===== src/rtl/core/rse_pkg.sv =====
package rse_pkg;

  localparam int PARITY_SYMBOLS_DEF = 16;
  localparam int PARITY_SYMBOLS_MAX = 32;
  localparam logic [8:0] FIELD_POLY = 9'h11D;

  typedef struct packed {
    logic step;
    logic shift;
  } rse_cell_ctrl_t;

  function automatic logic [7:0] gf_mul(input logic [7:0] a, input logic [7:0] b);
    logic [8:0] x;
    logic [7:0] acc;
    x = {1'b0, a};
    acc = '0;
    for (int k = 0; k < 8; k++) begin
      if (b[k]) acc = acc ^ x[7:0];
      x = {x[7:0], 1'b0};
      if (x[8]) x = x ^ FIELD_POLY;
    end
    return acc;
  endfunction

  function automatic logic [7:0] gen_coef(input int nsym, input int idx);
    logic [7:0] g [PARITY_SYMBOLS_MAX+1];
    logic [7:0] root;
    for (int j = 0; j <= PARITY_SYMBOLS_MAX; j++) g[j] = '0;
    g[0] = 8'h01;
    root = 8'h01;
    for (int i = 0; i < PARITY_SYMBOLS_MAX; i++) begin
      if (i < nsym) begin
        for (int j = PARITY_SYMBOLS_MAX; j > 0; j--) begin
          if (j <= i + 1) g[j] = g[j-1] ^ gf_mul(g[j], root);
        end
        g[0] = gf_mul(g[0], root);
        root = gf_mul(root, 8'h02);
      end
    end
    return g[idx];
  endfunction

endpackage


===== src/rtl/core/rse_ifs.sv =====
interface rse_in_if;
  logic       valid;
  logic       ready;
  logic [7:0] data_byte;
  logic       end_of_message;

  modport source (output valid, output data_byte, output end_of_message, input ready);
  modport sink   (input valid, input data_byte, input end_of_message, output ready);
endinterface

interface rse_out_if;
  logic       valid;
  logic       ready;
  logic [7:0] out_byte;
  logic       is_parity;
  logic       last_of_codeword;

  modport source (output valid, output out_byte, output is_parity,
                  output last_of_codeword, input ready);
  modport sink   (input valid, input out_byte, input is_parity,
                  input last_of_codeword, output ready);
endinterface


===== src/rtl/core/rse_cell.sv =====
module rse_cell
  import rse_pkg::*;
#(
  parameter logic [7:0] COEF = 8'h01
) (
  input  logic           clk,
  input  logic           rst,
  input  rse_cell_ctrl_t ctrl,
  input  logic [7:0]     prev,
  input  logic [7:0]     fb,
  output logic [7:0]     q
);

  always_ff @(posedge clk) begin
    if (rst) begin
      q <= '0;
    end else if (ctrl.shift) begin
      q <= prev;
    end else if (ctrl.step) begin
      q <= prev ^ gf_mul(COEF, fb);
    end
  end

endmodule


===== src/rtl/core/rs_204_188_encoder_unit.sv =====
// Systematic Reed-Solomon encoder, GF(256) with polynomial 0x11D, generator
// roots alpha^0 .. alpha^(PARITY_SYMBOLS-1) (RS(204,188) at the default).
// Channel ingress: data_byte, end_of_message. Channel egress: out_byte,
// is_parity, last_of_codeword. valid/ready handshake on both.
// Each data item is registered in the output register and shown on egress
// in the cycle after it is taken; the parity cells update at the same edge.
// Throughput: one data item per cycle while egress is ready and no parity
// bytes drain. After the item that marks the end of a message, the
// PARITY_SYMBOLS parity bytes shift out of the cell row, top cell first, one
// per cycle while egress is ready; ingress.ready is low while they drain.
// The draining shift feeds zeros into the bottom cell, so the row is clear
// when the last parity byte leaves.
// A stall on egress holds the output register and the cell row; a new item
// is taken in the cycle the held result is taken.
// Reset (rst, synchronous) clears the cells, the drain count and the
// output valid flag.
module rs_204_188_encoder_unit
  import rse_pkg::*;
#(
  parameter int PARITY_SYMBOLS = PARITY_SYMBOLS_DEF
) (
  input logic        clk,
  input logic        rst,
  rse_in_if.sink     ingress,
  rse_out_if.source  egress
);

  localparam int CW = $clog2(PARITY_SYMBOLS + 1);

  logic [7:0]     par [PARITY_SYMBOLS];
  logic [7:0]     fb;
  logic [CW-1:0]  drain_cnt;
  logic           out_valid;
  logic           slot_free;
  logic           accept;
  logic           drain_go;
  rse_cell_ctrl_t ctrl;

  assign slot_free     = !out_valid || egress.ready;
  assign ingress.ready = (drain_cnt == '0) && slot_free;
  assign accept        = ingress.valid && ingress.ready;
  assign drain_go      = (drain_cnt != '0) && slot_free;
  assign fb            = ingress.data_byte ^ par[PARITY_SYMBOLS-1];
  assign ctrl.step     = accept;
  assign ctrl.shift    = drain_go;

  for (genvar i = 0; i < PARITY_SYMBOLS; i++) begin : g_cell
    logic [7:0] prev;
    if (i == 0) begin : g_bottom
      assign prev = '0;
    end else begin : g_upper
      assign prev = par[i-1];
    end
    rse_cell #(
      .COEF (gen_coef(PARITY_SYMBOLS, i))
    ) u_cell (
      .clk  (clk),
      .rst  (rst),
      .ctrl (ctrl),
      .prev (prev),
      .fb   (fb),
      .q    (par[i])
    );
  end

  always_ff @(posedge clk) begin
    if (rst) begin
      out_valid <= 1'b0;
      drain_cnt <= '0;
    end else if (accept) begin
      out_valid <= 1'b1;
      if (ingress.end_of_message) drain_cnt <= CW'(PARITY_SYMBOLS);
    end else if (drain_go) begin
      out_valid <= 1'b1;
      drain_cnt <= drain_cnt - CW'(1);
    end else if (egress.ready) begin
      out_valid <= 1'b0;
    end
  end

  always_ff @(posedge clk) begin
    if (accept) begin
      egress.out_byte         <= ingress.data_byte;
      egress.is_parity        <= 1'b0;
      egress.last_of_codeword <= 1'b0;
    end else if (drain_go) begin
      egress.out_byte         <= par[PARITY_SYMBOLS-1];
      egress.is_parity        <= 1'b1;
      egress.last_of_codeword <= (drain_cnt == CW'(1));
    end
  end

  assign egress.valid = out_valid;

  logic [7:0] par_or;
  always_comb begin
    par_or = '0;
    for (int i = 0; i < PARITY_SYMBOLS; i++) par_or = par_or | par[i];
  end

  a_drain_load: assert property (@(posedge clk) disable iff (rst)
    accept && ingress.end_of_message |=> drain_cnt == CW'(PARITY_SYMBOLS))
    else $error("drain count not loaded after end of message");

  a_clear_at_last: assert property (@(posedge clk) disable iff (rst)
    egress.valid && egress.last_of_codeword |-> par_or == '0)
    else $error("parity cells not clear after last parity byte");

  a_last_is_parity: assert property (@(posedge clk) disable iff (rst)
    egress.valid && egress.last_of_codeword |-> egress.is_parity)
    else $error("last flag on a data item");

  a_drain_last: assert property (@(posedge clk) disable iff (rst)
    drain_go && drain_cnt == CW'(1) |=> egress.last_of_codeword && drain_cnt == '0)
    else $error("codeword end not flagged");

endmodule

===== src/flat_wrapper.sv =====
// flat-port wrapper written by rule: the top's interface ports become plain ports
module rs_204_188_encoder_unit_flat import rse_pkg::*;
#(
  parameter int PARITY_SYMBOLS = PARITY_SYMBOLS_DEF
)
  (clk, rst, ingress_valid, ingress_data_byte, ingress_end_of_message, ingress_ready, egress_valid, egress_out_byte, egress_is_parity, egress_last_of_codeword, egress_ready);
  rse_in_if ingress_i ();
  rse_out_if egress_i ();
  input logic clk;
  input logic rst;
  input wire logic [$bits(ingress_i.valid)-1:0] ingress_valid;
  input wire logic [$bits(ingress_i.data_byte)-1:0] ingress_data_byte;
  input wire logic [$bits(ingress_i.end_of_message)-1:0] ingress_end_of_message;
  output wire logic [$bits(ingress_i.ready)-1:0] ingress_ready;
  output wire logic [$bits(egress_i.valid)-1:0] egress_valid;
  output wire logic [$bits(egress_i.out_byte)-1:0] egress_out_byte;
  output wire logic [$bits(egress_i.is_parity)-1:0] egress_is_parity;
  output wire logic [$bits(egress_i.last_of_codeword)-1:0] egress_last_of_codeword;
  input wire logic [$bits(egress_i.ready)-1:0] egress_ready;
  assign ingress_i.valid = ingress_valid;
  assign ingress_i.data_byte = ingress_data_byte;
  assign ingress_i.end_of_message = ingress_end_of_message;
  assign ingress_ready = ingress_i.ready;
  assign egress_valid = egress_i.valid;
  assign egress_out_byte = egress_i.out_byte;
  assign egress_is_parity = egress_i.is_parity;
  assign egress_last_of_codeword = egress_i.last_of_codeword;
  assign egress_i.ready = egress_ready;
  rs_204_188_encoder_unit #(.PARITY_SYMBOLS(PARITY_SYMBOLS)) u_core (.clk(clk), .rst(rst), .ingress(ingress_i), .egress(egress_i));
endmodule

===== config.mk =====
export PLATFORM = sky130hd
export DESIGN_NAME = rs_204_188_encoder_unit_flat
export DESIGN_NICKNAME = d
export VERILOG_FILES = /design/src/rtl/core/rse_pkg.sv /design/src/rtl/core/rse_ifs.sv /design/src/rtl/core/rse_cell.sv /design/src/rtl/core/rs_204_188_encoder_unit.sv /design/src/flat_wrapper.sv
export SDC_FILE = /design/constraint.sdc
export NUM_CORES = 1
export LEC_CHECK = 0
export BUFFER_PORTS_ARGS = -buffer_cell sky130_fd_sc_hd__buf_2
export CORE_MARGIN = 2
export CORE_UTILIZATION = 45
export DETAILED_ROUTE_END_ITERATION = 12
export GPL_TIMING_DRIVEN = 0
export SETUP_SLACK_MARGIN = 0.2
export SLEW_MARGIN = 0
export SYNTH_ARGS = -nofsm -noshare
export SYNTH_HDL_FRONTEND = slang
export SYNTH_SLANG_ARGS = --single-unit

===== constraint.sdc =====
create_clock -name clk -period 6.5 [get_ports clk]
set_clock_uncertainty 0.15 [all_clocks]
set_input_delay 1.3 -clock clk [delete_from_list [all_inputs] [get_ports clk]]
set_output_delay 1.3 -clock clk [all_outputs]
set_load 0.01 [all_outputs]

==> impl_metrics.toml <==
[run_status]
status = "finished, violations left"
violations = "capacitance limit, slew limit"

[die]
core_area_um2 = 18900
die_h_um = 143
die_w_um = 143
ios = 25
die-area_um2 = 20500
initial_core_util = 0.462
row_count = 50

[route]
drc_errors = 0
routed_wl_um = 31400
vias = 7565
drt-pass1-iter-count = 5
postRouteAntennaNets = 0
drt_first_iter_violations = 833
via_per_inst = 6.13
wl_per_cell_um = 25.4

[placement]
gp_congestion = 0.951
port-buffer-count = 24
dp_hpwl_um = 21800

[finish]
final_common_cell = "dfxtp_1"
layout.nets = 979
fillers = 1773
drive_above_1_share = 0.0893
mostFrequentLayoutCells = "136 x dfxtp_1, 114 x nor2_1, 71 x xnor2_1"
layout-area-overhead-vs-synth_pct = 12.7
n_antenna_cell = 0

[global_route]
grt_max_degree = 18
grt_pass1_wl_um = 46500
grt-ovfl-total = 0
grt_pass1_vias = 6963
antenna_found_initial = 0
grt.total_usage = 0.318

[logic_synthesis]
ys_types = 48
synth_largest_area_cell = "dfxtp_1"
syn_nets = 936
synth.area.top_cells = "dfxtp_1 31%, xnor3_1 13%, xnor2_1 7.1%, a311oi_1 5.2%, nor2_1 4.9%"
synth.avg_cell_area_um2 = 9.48
synthArstFlopShare = 0
synth_warnings = 0
syn_area_um2 = 8730
yosys_register_bits = 144
synth_ff_type = "dfxtp_1"
yosysTopAreaCellShare = 0.312
synthCells = 920
yosysSeqAreaShare = 0.340
synth_edf_count = 8

[critical_path]
cp_max_fo = 10
arrival_ns = 4.35
cp_top_family = "buffers and inverters"
slowest_delay_ns = 0.65
worstPathRequired_ns = 6.71
startpoint_type = "primary input"
crit_top_cell = "clkbuf_1"
cp-end-kind = "flip-flop"
crit_buf_inv = 5
rrSetupSlack_ns = 2.49
path_class = "in2reg"
cp_slowest_cell = "clkbuf_1"
crit_chain = "buf_2, nor2b_1, nor2_1, clkbuf_1, clkbuf_1, clkbuf_1, clkbuf_1, nand2_1, a21oi_1"

[clock_tree]
ctsHoldBuffers = 0
cts_buffers = 17
clock_latency_ns = 0.44
cts_sinks = 144
htree_levels = 4
cts_resized = 0
cts_tree = "yes"
cts_setup_buffers = 0
clkTransAtPathRegs_ns = 0.06
clockBufferDepth = 2
root_buffer = "clkbuf_16"

[timing]
final_hold_viol_count = 0
rsz0062_at_grt = "false"
setup_viol = 0
fmax_mhz = 242
worst_slew_pin_slew_ns = 1.49
slew_headroom = -0.000492
post-route-period-util = 0.636
maxSlewViolCount = 1
tns_ns = 0
period_minus_slack_ns = 4.14

[worst_hold_path]
hold_class = "reg2reg"

[run]
cap_violations = 1
worst min-delay path, delay by kind of cell, from the launching register on:
family / cells / cell delay [ns]
and+or+nand+nor: 2 / 0.09
DFF: 1 / 0.31
final timing paths:
path / startpoint / cells after the start / to
max reg2reg: u_core.drain_cnt[0] / 10 / u_core.g_cell[14].u_cell.q[3]
min: u_core.egress.is_parity / 2 / u_core.egress.is_parity
max: egress_ready / 9 / u_core.g_cell[14].u_cell.q[3]
min reg2reg: u_core.egress.is_parity / 2 / u_core.egress.is_parity
metal layers:
layer | track usage | vias up | routed length, µm
li1 | - | 3423 | -
met1 | 0.439 | 3672 | 13300
met2 | 0.473 | 400 | 13600
met3 | 0.0828 | 70 | 3110
met4 | 0.133 | 0 | 1330
met5 | 0 | - | 0
kinds of logic (layout without fill, tap and decap cells):
| group | count (synthesis) | after routing | share of synthesized area |
|---|---|---|---|
| AND/OR/NAND/NOR | 309 | 309 | 0.170 |
| adder cells (fa/ha/maj) | 3 | 3 | 0.00430 |
| flip-flops | 144 | 144 | 0.340 |
| XOR/XNOR | 154 | 154 | 0.271 |
| AO/OA/AOI/OAI | 231 | 231 | 0.180 |
| buffers and inverters | 79 | 133 | 0.0357 |
per-stage QoR:
stage	hold WS (ns)	instance area, µm²	worst slack, ns	cells	utilization
3_5_place_dp	0.285	9170	2.02	1204	0.485
3_3_place_gp	0.284	9170	2.02	1204	0.485
2_1_floorplan	0.290	8730	3.05	920	-
6_report	0.290	9840	2.36	1234	0.521
4_1_cts	0.295	9840	2.44	1234	0.521
5_1_grt	0.343	9840	2.20	1234	0.521
state kept, by name (all words and copies together) (netlist names):
name / cells
u_core.egress.out_byte: 8
u_core.drain_cnt: 5
u_core.egress.valid: 1
u_core.g_cell.u_cell.q: 128
u_core.egress.is_parity: 1
u_core.egress.last_of_codeword: 1
synth_stat cells (2+ instances only):
master    count
buf_4         2
and4_1        7
a22oi_1      19
buf_1         7
a21oi_1      32
or3_1        57
nor2_1      114
xor3_1        5
xor2_1        9
xnor2_4       9
edfxtp_1      8
a31oi_1       4
xnor2_1      71
a41oi_1       2
dfxtp_1     136
nand2b_1      4
clkbuf_1     60
inv_1         4
o21ai_0      68
xnor2_2       8
xnor3_2       2
a21o_1        7
buf_2         6
xnor3_1      49
nor3_1       13
nand2_1      68
a211oi_1     40
a311oi_1     52
nor2b_1       2
nand3b_1      4
nor4_1        7
ha_1          3
and2_1       14
nand3_1      13
area by class of cell:
class	instances	area, µm²	share of cell area
Inverter	4	15.0	0.00153
Sequential cell	144	2960	0.301
Clock inverter	9	175	0.0178
Buffer	75	297	0.0301
Multi-Input combinational cell	697	5450	0.554
Clock buffer	21	492	0.0500
Timing Repair Buffer	24	120	0.0122
Tap cell	260	325	0.0331
Power is not shown: default switching activity piles up to over one toggle a cycle in this logic, so the estimate is an artifact.
